===== src/rtl/orq_pkg.sv =====
// ----------------------------------------------------------------------------
// orq_pkg
// Shared types and constants of the ordered record queue: field widths,
// command, status and register codes, and the stored record layout.
// ----------------------------------------------------------------------------
package orq_pkg;

    // default queue depth
    localparam int DEPTH_DEF = 16;

    // field widths
    localparam int CMD_W   = 3;
    localparam int ID_W    = 16;
    localparam int DAY_W   = 5;
    localparam int MONTH_W = 4;
    localparam int YEAR_W  = 14;
    localparam int HOUR_W  = 5;
    localparam int MIN_W   = 6;
    localparam int ART_IN_W = 8;
    localparam int ART_W   = 4;
    localparam int AMT_W   = 24;
    localparam int QCNT_W  = 5;
    localparam int STAT_W  = 3;
    localparam int CFG_IDX_W  = 2;
    localparam int CFG_DATA_W = 14;
    localparam int S_DATA_W = 64;
    localparam int M_DATA_W = 112;

    // commands
    localparam logic [CMD_W-1:0] CMD_INSERT     = 3'd0;
    localparam logic [CMD_W-1:0] CMD_REMOVE_OLD = 3'd1;
    localparam logic [CMD_W-1:0] CMD_REMOVE_ID  = 3'd2;
    localparam logic [CMD_W-1:0] CMD_LIST       = 3'd3;
    localparam logic [CMD_W-1:0] CMD_AVERAGE    = 3'd4;

    // result status codes
    localparam logic [STAT_W-1:0] ST_OK        = 3'd0;
    localparam logic [STAT_W-1:0] ST_EMPTY     = 3'd1;
    localparam logic [STAT_W-1:0] ST_NOT_FOUND = 3'd2;
    localparam logic [STAT_W-1:0] ST_FULL      = 3'd3;
    localparam logic [STAT_W-1:0] ST_INVALID   = 3'd4;

    // configuration register indexes
    localparam logic [CFG_IDX_W-1:0] CFG_DAY   = 2'd0;
    localparam logic [CFG_IDX_W-1:0] CFG_MONTH = 2'd1;
    localparam logic [CFG_IDX_W-1:0] CFG_YEAR  = 2'd2;

    // reset values of the working date
    localparam logic [DAY_W-1:0]   DAY_RST   = 5'd1;
    localparam logic [MONTH_W-1:0] MONTH_RST = 4'd1;
    localparam logic [YEAR_W-1:0]  YEAR_RST  = 14'd2000;

    // article count limits
    localparam logic [ART_IN_W-1:0] MIN_ARTICLES = 8'd1;
    localparam logic [ART_IN_W-1:0] MAX_ARTICLES = 8'd10;

    // stored record, id in the lowest bits
    typedef struct packed {
        logic [AMT_W-1:0]   amount;
        logic [ART_W-1:0]   articles;
        logic [MIN_W-1:0]   minute;
        logic [HOUR_W-1:0]  hour;
        logic [YEAR_W-1:0]  year;
        logic [MONTH_W-1:0] month;
        logic [DAY_W-1:0]   day;
        logic [ID_W-1:0]    id;
    } rec_t;

endpackage


===== src/rtl/orq_store.sv =====
// ----------------------------------------------------------------------------
// orq_store
// Record memory: one write port, one read port with registered read data.
// ----------------------------------------------------------------------------
module orq_store #(
    parameter int DEPTH = orq_pkg::DEPTH_DEF,
    parameter int IDX_W = 4
) (
    input  logic               clk,
    input  logic               we,
    input  logic [IDX_W-1:0]   waddr,
    input  orq_pkg::rec_t      wdata,
    input  logic               re,
    input  logic [IDX_W-1:0]   raddr,
    output orq_pkg::rec_t      rdata
);

    orq_pkg::rec_t mem [DEPTH];
    orq_pkg::rec_t rdata_reg;

    // write port
    always_ff @(posedge clk)
    begin
        if (we)
        begin
            mem[waddr] <= wdata;
        end
    end

    // read port, data held until the next read
    always_ff @(posedge clk)
    begin
        if (re)
        begin
            rdata_reg <= mem[raddr];
        end
    end

    assign rdata = rdata_reg;

endmodule


===== src/rtl/orq_div.sv =====
// ----------------------------------------------------------------------------
// orq_div
// Restoring divider, one quotient bit per cycle. done stays high and the
// quotient holds until the next start.
// ----------------------------------------------------------------------------
module orq_div #(
    parameter int DVD_W = 28,
    parameter int DVS_W = 5
) (
    input  logic             clk,
    input  logic             rst_n,
    input  logic             start,
    input  logic [DVD_W-1:0] dividend,
    input  logic [DVS_W-1:0] divisor,
    output logic             done,
    output logic [DVD_W-1:0] quotient
);

    localparam int CW = (DVD_W > 1) ? $clog2(DVD_W) : 1;

    logic [DVS_W-1:0] rem_reg, rem_next;
    logic [DVD_W-1:0] quo_reg, quo_next;
    logic [CW-1:0]    cnt_reg, cnt_next;
    logic             busy_reg, busy_next;
    logic             done_reg, done_next;
    logic [DVS_W:0]   trial;
    logic [DVS_W:0]   diff;

    // one shift-subtract step
    always_comb
    begin
        trial     = {rem_reg, quo_reg[DVD_W-1]};
        diff      = trial - {1'b0, divisor};
        rem_next  = rem_reg;
        quo_next  = quo_reg;
        cnt_next  = cnt_reg;
        busy_next = busy_reg;
        done_next = done_reg;
        if (start)
        begin
            rem_next  = '0;
            quo_next  = dividend;
            cnt_next  = CW'(DVD_W - 1);
            busy_next = 1'b1;
            done_next = 1'b0;
        end
        else if (busy_reg)
        begin
            if (trial >= {1'b0, divisor})
            begin
                rem_next = diff[DVS_W-1:0];
                quo_next = {quo_reg[DVD_W-2:0], 1'b1};
            end
            else
            begin
                rem_next = trial[DVS_W-1:0];
                quo_next = {quo_reg[DVD_W-2:0], 1'b0};
            end
            cnt_next = cnt_reg - 1'b1;
            if (cnt_reg == '0)
            begin
                busy_next = 1'b0;
                done_next = 1'b1;
            end
        end
    end

    // control state
    always_ff @(posedge clk or negedge rst_n)
    begin
        if (!rst_n)
        begin
            busy_reg <= 1'b0;
            done_reg <= 1'b0;
            cnt_reg  <= '0;
        end
        else
        begin
            busy_reg <= busy_next;
            done_reg <= done_next;
            cnt_reg  <= cnt_next;
        end
    end

    // datapath
    always_ff @(posedge clk)
    begin
        rem_reg <= rem_next;
        quo_reg <= quo_next;
    end

    assign done     = done_reg;
    assign quotient = quo_reg;

endmodule


===== src/rtl/ordered_record_queue_delete_by_id_unit.sv =====
// ----------------------------------------------------------------------------
// ordered_record_queue_delete_by_id_unit
// Ordered booking queue with insert, remove oldest, remove by id, list and
// average. A small sequencer walks the record memory one entry per step.
// ----------------------------------------------------------------------------
// Insert, rejects, empty answers: decided in S_DISP, registered as the result.
// Remove (oldest or by id): each entry searched passes S_SRD and S_SCHK, each
//   entry moved up passes S_MRD and S_MWR (compaction through the one read port
//   and the one write port). List: S_LRD and S_LOUT per record. Average: waits
//   in S_DIV on the one-bit-per-cycle divider.
// One word in flight; s_tready is high again from the edge that registers
// the last result. Reset (rst_n, async) empties the queue, sets next id to 1.
// ----------------------------------------------------------------------------
module ordered_record_queue_delete_by_id_unit #(
    parameter int QUEUE_DEPTH = orq_pkg::DEPTH_DEF
) (
    input  logic                            clk,
    input  logic                            rst_n,
    // input words
    input  logic                            s_tvalid,
    output logic                            s_tready,
    // target_id[15:0], hour[20:16], minute[26:21], articles[34:27],
    // amount_cents[58:35], zero fill
    input  logic [orq_pkg::S_DATA_W-1:0]    s_tdata,
    // command
    input  logic [orq_pkg::CMD_W-1:0]       s_tuser,
    // result words
    output logic                            m_tvalid,
    input  logic                            m_tready,
    // entry_id[15:0], entry_day[20:16], entry_month[24:21], entry_year[38:25],
    // entry_hour[43:39], entry_minute[49:44], entry_articles[53:50],
    // entry_amount[77:54], queue_count[82:78], average_amount[106:83], zero fill
    output logic [orq_pkg::M_DATA_W-1:0]    m_tdata,
    // status
    output logic [orq_pkg::STAT_W-1:0]      m_tuser,
    output logic                            m_tlast,
    // configuration writes
    input  logic                            cfg_we,
    input  logic [orq_pkg::CFG_IDX_W-1:0]   cfg_index,
    input  logic [orq_pkg::CFG_DATA_W-1:0]  cfg_data
);

    localparam int IDX_W = (QUEUE_DEPTH > 1) ? $clog2(QUEUE_DEPTH) : 1;
    localparam int CNT_W = $clog2(QUEUE_DEPTH + 1);
    localparam int TOT_W = orq_pkg::AMT_W + ((QUEUE_DEPTH > 1) ? $clog2(QUEUE_DEPTH) : 0);
    localparam logic [CNT_W-1:0] DEPTH_C = CNT_W'(QUEUE_DEPTH);

    typedef enum logic [9:0] {
        S_IDLE = 10'b00_0000_0001,
        S_DISP = 10'b00_0000_0010,
        S_SRD  = 10'b00_0000_0100,
        S_SCHK = 10'b00_0000_1000,
        S_MRD  = 10'b00_0001_0000,
        S_MWR  = 10'b00_0010_0000,
        S_FIN  = 10'b00_0100_0000,
        S_LRD  = 10'b00_1000_0000,
        S_LOUT = 10'b01_0000_0000,
        S_DIV  = 10'b10_0000_0000
    } state_t;

    state_t state_reg, state_next;

    // latched input word
    logic [orq_pkg::CMD_W-1:0]    cmd_reg;
    logic [orq_pkg::ID_W-1:0]     target_reg;
    logic [orq_pkg::HOUR_W-1:0]   hour_reg;
    logic [orq_pkg::MIN_W-1:0]    minute_reg;
    logic [orq_pkg::ART_IN_W-1:0] articles_reg;
    logic [orq_pkg::AMT_W-1:0]    amount_reg;

    // queue state
    logic [CNT_W-1:0]           count_reg, count_next;
    logic [CNT_W-1:0]           idx_reg, idx_next;
    logic [orq_pkg::ID_W-1:0]   next_id_reg, next_id_next;
    logic [TOT_W-1:0]           total_reg, total_next;
    orq_pkg::rec_t              hold_reg, hold_next;

    // working date
    logic [orq_pkg::DAY_W-1:0]   day_reg;
    logic [orq_pkg::MONTH_W-1:0] month_reg;
    logic [orq_pkg::YEAR_W-1:0]  year_reg;

    // output register
    logic                         m_valid_reg;
    orq_pkg::rec_t                out_rec_reg;
    logic [orq_pkg::STAT_W-1:0]   out_status_reg;
    logic [orq_pkg::QCNT_W-1:0]   out_qcnt_reg;
    logic [orq_pkg::AMT_W-1:0]    out_avg_reg;
    logic                         out_last_reg;

    // result being produced this cycle
    logic                         emit;
    logic [orq_pkg::STAT_W-1:0]   emit_status;
    orq_pkg::rec_t                emit_rec;
    logic [CNT_W-1:0]             emit_qcnt;
    logic [orq_pkg::AMT_W-1:0]    emit_avg;
    logic                         emit_last;

    // memory and divider hookup
    logic            mem_we, mem_re;
    logic [IDX_W-1:0] mem_waddr, mem_raddr;
    orq_pkg::rec_t   mem_wdata, mem_rdata;
    logic            div_start, div_done;
    logic [TOT_W-1:0] div_q;

    logic             accept;
    logic             slot_free;
    logic             queue_empty;
    logic             queue_full;
    logic             bad_insert;
    logic [CNT_W:0]   idx_inc;
    orq_pkg::rec_t    new_rec;

    assign accept      = s_tvalid && s_tready;
    assign s_tready    = (state_reg == S_IDLE);
    assign slot_free   = !m_valid_reg || m_tready;
    assign queue_empty = (count_reg == '0);
    assign queue_full  = (count_reg == DEPTH_C);
    assign idx_inc     = {1'b0, idx_reg} + 1'b1;
    assign bad_insert  = (articles_reg < orq_pkg::MIN_ARTICLES)
                      || (articles_reg > orq_pkg::MAX_ARTICLES)
                      || (amount_reg == '0);

    // record built by an insert
    always_comb
    begin
        new_rec          = '0;
        new_rec.id       = next_id_reg;
        new_rec.day      = day_reg;
        new_rec.month    = month_reg;
        new_rec.year     = year_reg;
        new_rec.hour     = hour_reg;
        new_rec.minute   = minute_reg;
        new_rec.articles = articles_reg[orq_pkg::ART_W-1:0];
        new_rec.amount   = amount_reg;
    end

    // sequencer
    always_comb
    begin
        state_next   = state_reg;
        count_next   = count_reg;
        idx_next     = idx_reg;
        next_id_next = next_id_reg;
        total_next   = total_reg;
        hold_next    = hold_reg;
        emit         = 1'b0;
        emit_status  = orq_pkg::ST_OK;
        emit_rec     = '0;
        emit_qcnt    = count_reg;
        emit_avg     = '0;
        emit_last    = 1'b1;
        mem_we       = 1'b0;
        mem_waddr    = idx_reg[IDX_W-1:0];
        mem_wdata    = mem_rdata;
        mem_re       = 1'b0;
        mem_raddr    = idx_reg[IDX_W-1:0];
        div_start    = 1'b0;

        case (state_reg)
            S_IDLE:
            begin
                if (accept)
                begin
                    state_next = S_DISP;
                end
            end

            S_DISP:
            begin
                case (cmd_reg)
                    orq_pkg::CMD_INSERT:
                    begin
                        if (slot_free)
                        begin
                            emit       = 1'b1;
                            state_next = S_IDLE;
                            if (bad_insert)
                            begin
                                emit_status = orq_pkg::ST_INVALID;
                            end
                            else if (queue_full)
                            begin
                                emit_status = orq_pkg::ST_FULL;
                            end
                            else
                            begin
                                mem_we       = 1'b1;
                                mem_waddr    = count_reg[IDX_W-1:0];
                                mem_wdata    = new_rec;
                                count_next   = count_reg + 1'b1;
                                total_next   = total_reg + TOT_W'(amount_reg);
                                next_id_next = next_id_reg + 1'b1;
                                emit_rec     = new_rec;
                                emit_qcnt    = count_reg + 1'b1;
                            end
                        end
                    end

                    orq_pkg::CMD_REMOVE_OLD,
                    orq_pkg::CMD_REMOVE_ID:
                    begin
                        if (!queue_empty)
                        begin
                            idx_next   = '0;
                            state_next = S_SRD;
                        end
                        else if (slot_free)
                        begin
                            emit        = 1'b1;
                            emit_status = orq_pkg::ST_EMPTY;
                            state_next  = S_IDLE;
                        end
                    end

                    orq_pkg::CMD_LIST:
                    begin
                        if (!queue_empty)
                        begin
                            idx_next   = '0;
                            state_next = S_LRD;
                        end
                        else if (slot_free)
                        begin
                            emit        = 1'b1;
                            emit_status = orq_pkg::ST_EMPTY;
                            state_next  = S_IDLE;
                        end
                    end

                    orq_pkg::CMD_AVERAGE:
                    begin
                        if (!queue_empty)
                        begin
                            div_start  = 1'b1;
                            state_next = S_DIV;
                        end
                        else if (slot_free)
                        begin
                            emit       = 1'b1;
                            state_next = S_IDLE;
                        end
                    end

                    default:
                    begin
                        if (slot_free)
                        begin
                            emit        = 1'b1;
                            emit_status = orq_pkg::ST_INVALID;
                            state_next  = S_IDLE;
                        end
                    end
                endcase
            end

            // search: read entry idx
            S_SRD:
            begin
                mem_re     = 1'b1;
                state_next = S_SCHK;
            end

            // search: compare entry idx
            S_SCHK:
            begin
                if ((cmd_reg == orq_pkg::CMD_REMOVE_OLD) || (mem_rdata.id == target_reg))
                begin
                    hold_next  = mem_rdata;
                    total_next = total_reg - TOT_W'(mem_rdata.amount);
                    state_next = S_MRD;
                end
                else if (idx_inc == {1'b0, count_reg})
                begin
                    if (slot_free)
                    begin
                        emit        = 1'b1;
                        emit_status = orq_pkg::ST_NOT_FOUND;
                        state_next  = S_IDLE;
                    end
                end
                else
                begin
                    idx_next   = idx_inc[CNT_W-1:0];
                    state_next = S_SRD;
                end
            end

            // compaction: read the entry behind the gap
            S_MRD:
            begin
                if (idx_inc < {1'b0, count_reg})
                begin
                    mem_re     = 1'b1;
                    mem_raddr  = idx_inc[IDX_W-1:0];
                    state_next = S_MWR;
                end
                else
                begin
                    state_next = S_FIN;
                end
            end

            // compaction: move it one place forward
            S_MWR:
            begin
                mem_we     = 1'b1;
                idx_next   = idx_inc[CNT_W-1:0];
                state_next = S_MRD;
            end

            S_FIN:
            begin
                if (slot_free)
                begin
                    emit       = 1'b1;
                    emit_rec   = hold_reg;
                    emit_qcnt  = count_reg - 1'b1;
                    count_next = count_reg - 1'b1;
                    state_next = S_IDLE;
                end
            end

            S_LRD:
            begin
                mem_re     = 1'b1;
                state_next = S_LOUT;
            end

            S_LOUT:
            begin
                if (slot_free)
                begin
                    emit      = 1'b1;
                    emit_rec  = mem_rdata;
                    emit_last = (idx_inc == {1'b0, count_reg});
                    if (emit_last)
                    begin
                        state_next = S_IDLE;
                    end
                    else
                    begin
                        idx_next   = idx_inc[CNT_W-1:0];
                        state_next = S_LRD;
                    end
                end
            end

            S_DIV:
            begin
                if (div_done && slot_free)
                begin
                    emit       = 1'b1;
                    emit_avg   = div_q[orq_pkg::AMT_W-1:0];
                    state_next = S_IDLE;
                end
            end

            default:
            begin
                state_next = S_IDLE;
            end
        endcase
    end

    // control and queue state
    always_ff @(posedge clk or negedge rst_n)
    begin
        if (!rst_n)
        begin
            state_reg   <= S_IDLE;
            count_reg   <= '0;
            idx_reg     <= '0;
            next_id_reg <= orq_pkg::ID_W'(1);
            total_reg   <= '0;
            m_valid_reg <= 1'b0;
        end
        else
        begin
            state_reg   <= state_next;
            count_reg   <= count_next;
            idx_reg     <= idx_next;
            next_id_reg <= next_id_next;
            total_reg   <= total_next;
            if (emit)
            begin
                m_valid_reg <= 1'b1;
            end
            else if (m_tready)
            begin
                m_valid_reg <= 1'b0;
            end
        end
    end

    // working date registers
    always_ff @(posedge clk or negedge rst_n)
    begin
        if (!rst_n)
        begin
            day_reg   <= orq_pkg::DAY_RST;
            month_reg <= orq_pkg::MONTH_RST;
            year_reg  <= orq_pkg::YEAR_RST;
        end
        else if (cfg_we)
        begin
            case (cfg_index)
                orq_pkg::CFG_DAY:   day_reg   <= cfg_data[orq_pkg::DAY_W-1:0];
                orq_pkg::CFG_MONTH: month_reg <= cfg_data[orq_pkg::MONTH_W-1:0];
                orq_pkg::CFG_YEAR:  year_reg  <= cfg_data[orq_pkg::YEAR_W-1:0];
                default:            ;
            endcase
        end
    end

    // input word latch
    always_ff @(posedge clk)
    begin
        if (accept)
        begin
            cmd_reg      <= s_tuser;
            target_reg   <= s_tdata[15:0];
            hour_reg     <= s_tdata[20:16];
            minute_reg   <= s_tdata[26:21];
            articles_reg <= s_tdata[34:27];
            amount_reg   <= s_tdata[58:35];
        end
    end

    // payload registers
    always_ff @(posedge clk)
    begin
        hold_reg <= hold_next;
        if (emit)
        begin
            out_rec_reg    <= emit_rec;
            out_status_reg <= emit_status;
            out_qcnt_reg   <= orq_pkg::QCNT_W'(emit_qcnt);
            out_avg_reg    <= emit_avg;
            out_last_reg   <= emit_last;
        end
    end

    orq_store #(
        .DEPTH (QUEUE_DEPTH),
        .IDX_W (IDX_W)
    ) u_store (
        .clk   (clk),
        .we    (mem_we),
        .waddr (mem_waddr),
        .wdata (mem_wdata),
        .re    (mem_re),
        .raddr (mem_raddr),
        .rdata (mem_rdata)
    );

    orq_div #(
        .DVD_W (TOT_W),
        .DVS_W (CNT_W)
    ) u_div (
        .clk      (clk),
        .rst_n    (rst_n),
        .start    (div_start),
        .dividend (total_reg),
        .divisor  (count_reg),
        .done     (div_done),
        .quotient (div_q)
    );

    assign m_tvalid = m_valid_reg;
    assign m_tuser  = out_status_reg;
    assign m_tlast  = out_last_reg;
    assign m_tdata  = {5'b0, out_avg_reg, out_qcnt_reg, out_rec_reg};

endmodule


===== config.mk =====
export PLATFORM = sky130hd
export DESIGN_NAME = ordered_record_queue_delete_by_id_unit
export DESIGN_NICKNAME = d
export VERILOG_FILES = /design/src/rtl/orq_pkg.sv /design/src/rtl/orq_store.sv /design/src/rtl/orq_div.sv /design/src/rtl/ordered_record_queue_delete_by_id_unit.sv
export SDC_FILE = /design/constraint.sdc
export NUM_CORES = 2
export LEC_CHECK = 0
export BUFFER_PORTS_ARGS = -buffer_cell sky130_fd_sc_hd__buf_2
export CELL_PAD_IN_SITES_DETAIL_PLACEMENT = 1
export CELL_PAD_IN_SITES_GLOBAL_PLACEMENT = 1
export CORE_ASPECT_RATIO = 0.6
export CORE_MARGIN = 1
export CORE_UTILIZATION = 38
export CTS_CLUSTER_DIAMETER = 50
export DETAILED_ROUTE_END_ITERATION = 7
export MAX_ROUTING_LAYER = met4
export PLACE_DENSITY = 0.66
export SETUP_SLACK_MARGIN = 0.05
export SLEW_MARGIN = 15
export SYNTH_ARGS = -nofsm -noshare
export SYNTH_HDL_FRONTEND = slang
export SYNTH_SLANG_ARGS = --single-unit
export TNS_END_PERCENT = 50

===== constraint.sdc =====
create_clock -name clk -period 25.3 [get_ports clk]
set_clock_uncertainty 0.05 [all_clocks]
set_input_delay 3.795 -clock clk [delete_from_list [all_inputs] [get_ports clk]]
set_output_delay 3.795 -clock clk [all_outputs]
set_load 0.01 [all_outputs]

==> results.cfg <==
[setup_path]
worstPathCellList = buf_2 -> nand2b_1 -> nand4_1 -> nor2_4 -> buf_4 -> a31oi_1 -> nor2_4 -> buf_4
worstPathRequired_ns = 25.68
end_kind = register
worst_setup_path_start_kind = input pin
worstSetupPathType = in -> reg
worst_path_max_delay_cell = nor2_4
cpPeakStageDelay_ns = 0.98
critPathMaxFanout = 65
arrival_ns = 8.07

[clocking]
cts_buffers = 163
cts_tree = done
clk_latency_ns = 0.82
cts-hold-fix-buffers = 0
clockRootBuffer = clkbuf_16
post-cts-setup-buffers = 0
cts-resized-gates = 0
cts.clk_slew.worst_paths_ns = 0.07
cts_max_level = 4
clock_sinks = 1705
clockBufferDepth = 3

[floorplan]
die_width_um = 543
io-pin-count = 206
dieArea_um2 = 178000
initial_utilization_pct = 38.5
fp.dieH_um = 327
rows = 118
coreArea_um2 = 174000

[global_route]
grt_first_pass_wirelength_mm = 261
grt_max_degree = 155
first_global_vias = 36439
gr-total-overflow = 0
antenna_found_initial = 12
grt_usage_pct = 21.0

[power]
power_density_nw_per_um2 = 80.6
leakage_uw = 0.0265
peakVddDrop_uv = 70.2

[logic_synthesis]
synth_edf_count = 1605
syn_area_um2 = 66800
avgSynthCellArea_um2 = 18.6
ys_types = 68
synth_top_area_cell = edfxtp_1
synth_cells = 3597
synth-seq-area-share_pct = 75.8
synthArstFlopShare_pct = 5.57
yosys_warnings = 0
ys_ff_latch = 1705
synth_flop_cell = edfxtp_1
synth.area.top_cells = edfxtp_1, mux4_2, dfrtp_1
yosysTopAreaCellShare_pct = 72.1

[drt]
num_vias = 35670
drtAntennaViolNets = 0
detail_route.wl_per_cell_um = 28.6
drt_pre_antenna_iters = 6
drc_errors = 0
via_per_inst = 5.62
wirelength_mm = 182
first_iter_violations = 4184

[cells_and_area]
layout.nets = 3997
area_growth_pct = 14.3
largest_register = u_store.mem
largest_reg_flops = 1248
drive_above_1_share_pct = 23.4
fin_cells = 6345

[placement]
routabilityCongestion = 0.782
hpwl_mm = 103
place_inst = 6037
io_buffers = 195

[sta]
fin_setup_tns_ns = 0
fmax_mhz = 130
fin_crit_ns = 7.69
worst_pin_slew_ns = 1.29
rsz0062_at_grt = false
drv_slew = 0
setup_viol = 0
relSlewSlack_pct = 12.8
hold_violations = 0
post-route-period-util_pct = 30.4

[min_path]
hp-class = reg -> reg

[run]
drv_cap = 0

[outcome]
status = complete, no violations
## layer usage
metal	global-route usage, %	vias up	part of all wire [%]
li1	-	14907	-
met1	31.0	19129	46
met2	30.6	1433	45
met3	3.74	201	7.7
met4	4.44	0	1.6
met5	-	-	0
## synth_stat cells, types with 29 or more instances
master / number
buf_2: 31
xnor2_1: 55
a21oi_1: 49
ha_1: 45
and2_1: 29
mux2_2: 51
dfrtp_1: 85
inv_1: 48
edfxtp_1: 1605
nand2_1: 482
a22oi_1: 214
xor2_1: 34
clkbuf_1: 116
mux4_2: 312
nor2_1: 83
o21ai_0: 79
## critical path, delay by kind of cell
| kind | cells | cell delay (ns) |
|---|---|---|
| AOI/OAI and AO/OA | 1 | 0.51 |
| buffers and inverters | 3 | 1.65 |
| and+or+nand+nor | 4 | 2.03 |
## per-stage QoR
stage	utilization [%]	worst slack, ns	hold slack (ns)	power, uW	cell area, um^2
6_report	44.0	17.61	0.410	6150	76400
5_1_grt	44.0	17.42	0.433	6350	76400
4_1_cts	44.0	17.69	0.413	6200	76400
3_5_place_dp	40.8	16.84	0.404	3700	70800
3_3_place_gp	40.8	16.85	0.396	3690	70800
2_1_floorplan	-	12.47	0.382	3550	66900
## area by class of cell
class	count	area [um^2]
fillers	16538	97300
clock buffers	207	4380
repair buffers	271	1590
diodes	6	15.0
multi-input cells	1673	15500
inverters	48	180
flip-flops and latches	1705	50700
clock inverters	95	1130
well taps	2340	2930
## placed cells by master (no fill, tap or decap), drive strengths merged, types with 7 or more instances in the layout
cell,count
edfxtp,1605
nand2,482
mux4,312
buf,271
a22oi,214
clkbuf,207
dfrtp,85
o21ai,84
nor2,83
clkinv,62
inv,58
xnor2,55
mux2,51
a21oi,49
ha,45
xor2,34
and2,29
nand3,21
a222oi,20
nor3,18
and3,17
nand4,16
bufinv,14
nor3b,12
a21o,12
nand2b,12
dfstp,10
nor2b,9
a31oi,9
clkinvlp,9
nor4,9
mux2i,7
## logic make-up after synthesis
| kind of cell | after synthesis | synth area share [%] |
|---|---|---|
| buf+inv | 223 | 1.41 |
| fa+ha+maj | 47 | 0.902 |
| compound gates | 428 | 4.41 |
| other cells | 1 | 0.00561 |
| xor+xnor | 89 | 1.17 |
| simple gates | 734 | 4.79 |
| flops | 1705 | 75.8 |
| mux | 370 | 11.5 |
## report_power, final
group | leakage (uW) | internal [uW] | switching, uW
registers | 0.0159 | 3160 | 78.4
logic | 0.00797 | 152 | 256
clock network | 0.00267 | 1390 | 1120
total | 0.0265 | 4700 | 1450
## final timing paths
check,slack (ns),cells after the start,end,startpoint
worst max-delay path,17.61,8,u_store.mem[11][18],m_tready
worst min-delay path,0.41,2,u_div.rem_reg[4],u_div.rem_reg[4]
worst max register to register,17.93,18,u_store.rdata[18],idx_reg[0]
worst min register to register,0.41,2,u_div.rem_reg[4],u_div.rem_reg[4]
max in group asynchronous,20.78,2,day_reg[2],rst_n
min in group asynchronous,3.04,1,total_reg[17],rst_n
(Power assumes the default switching activity.)
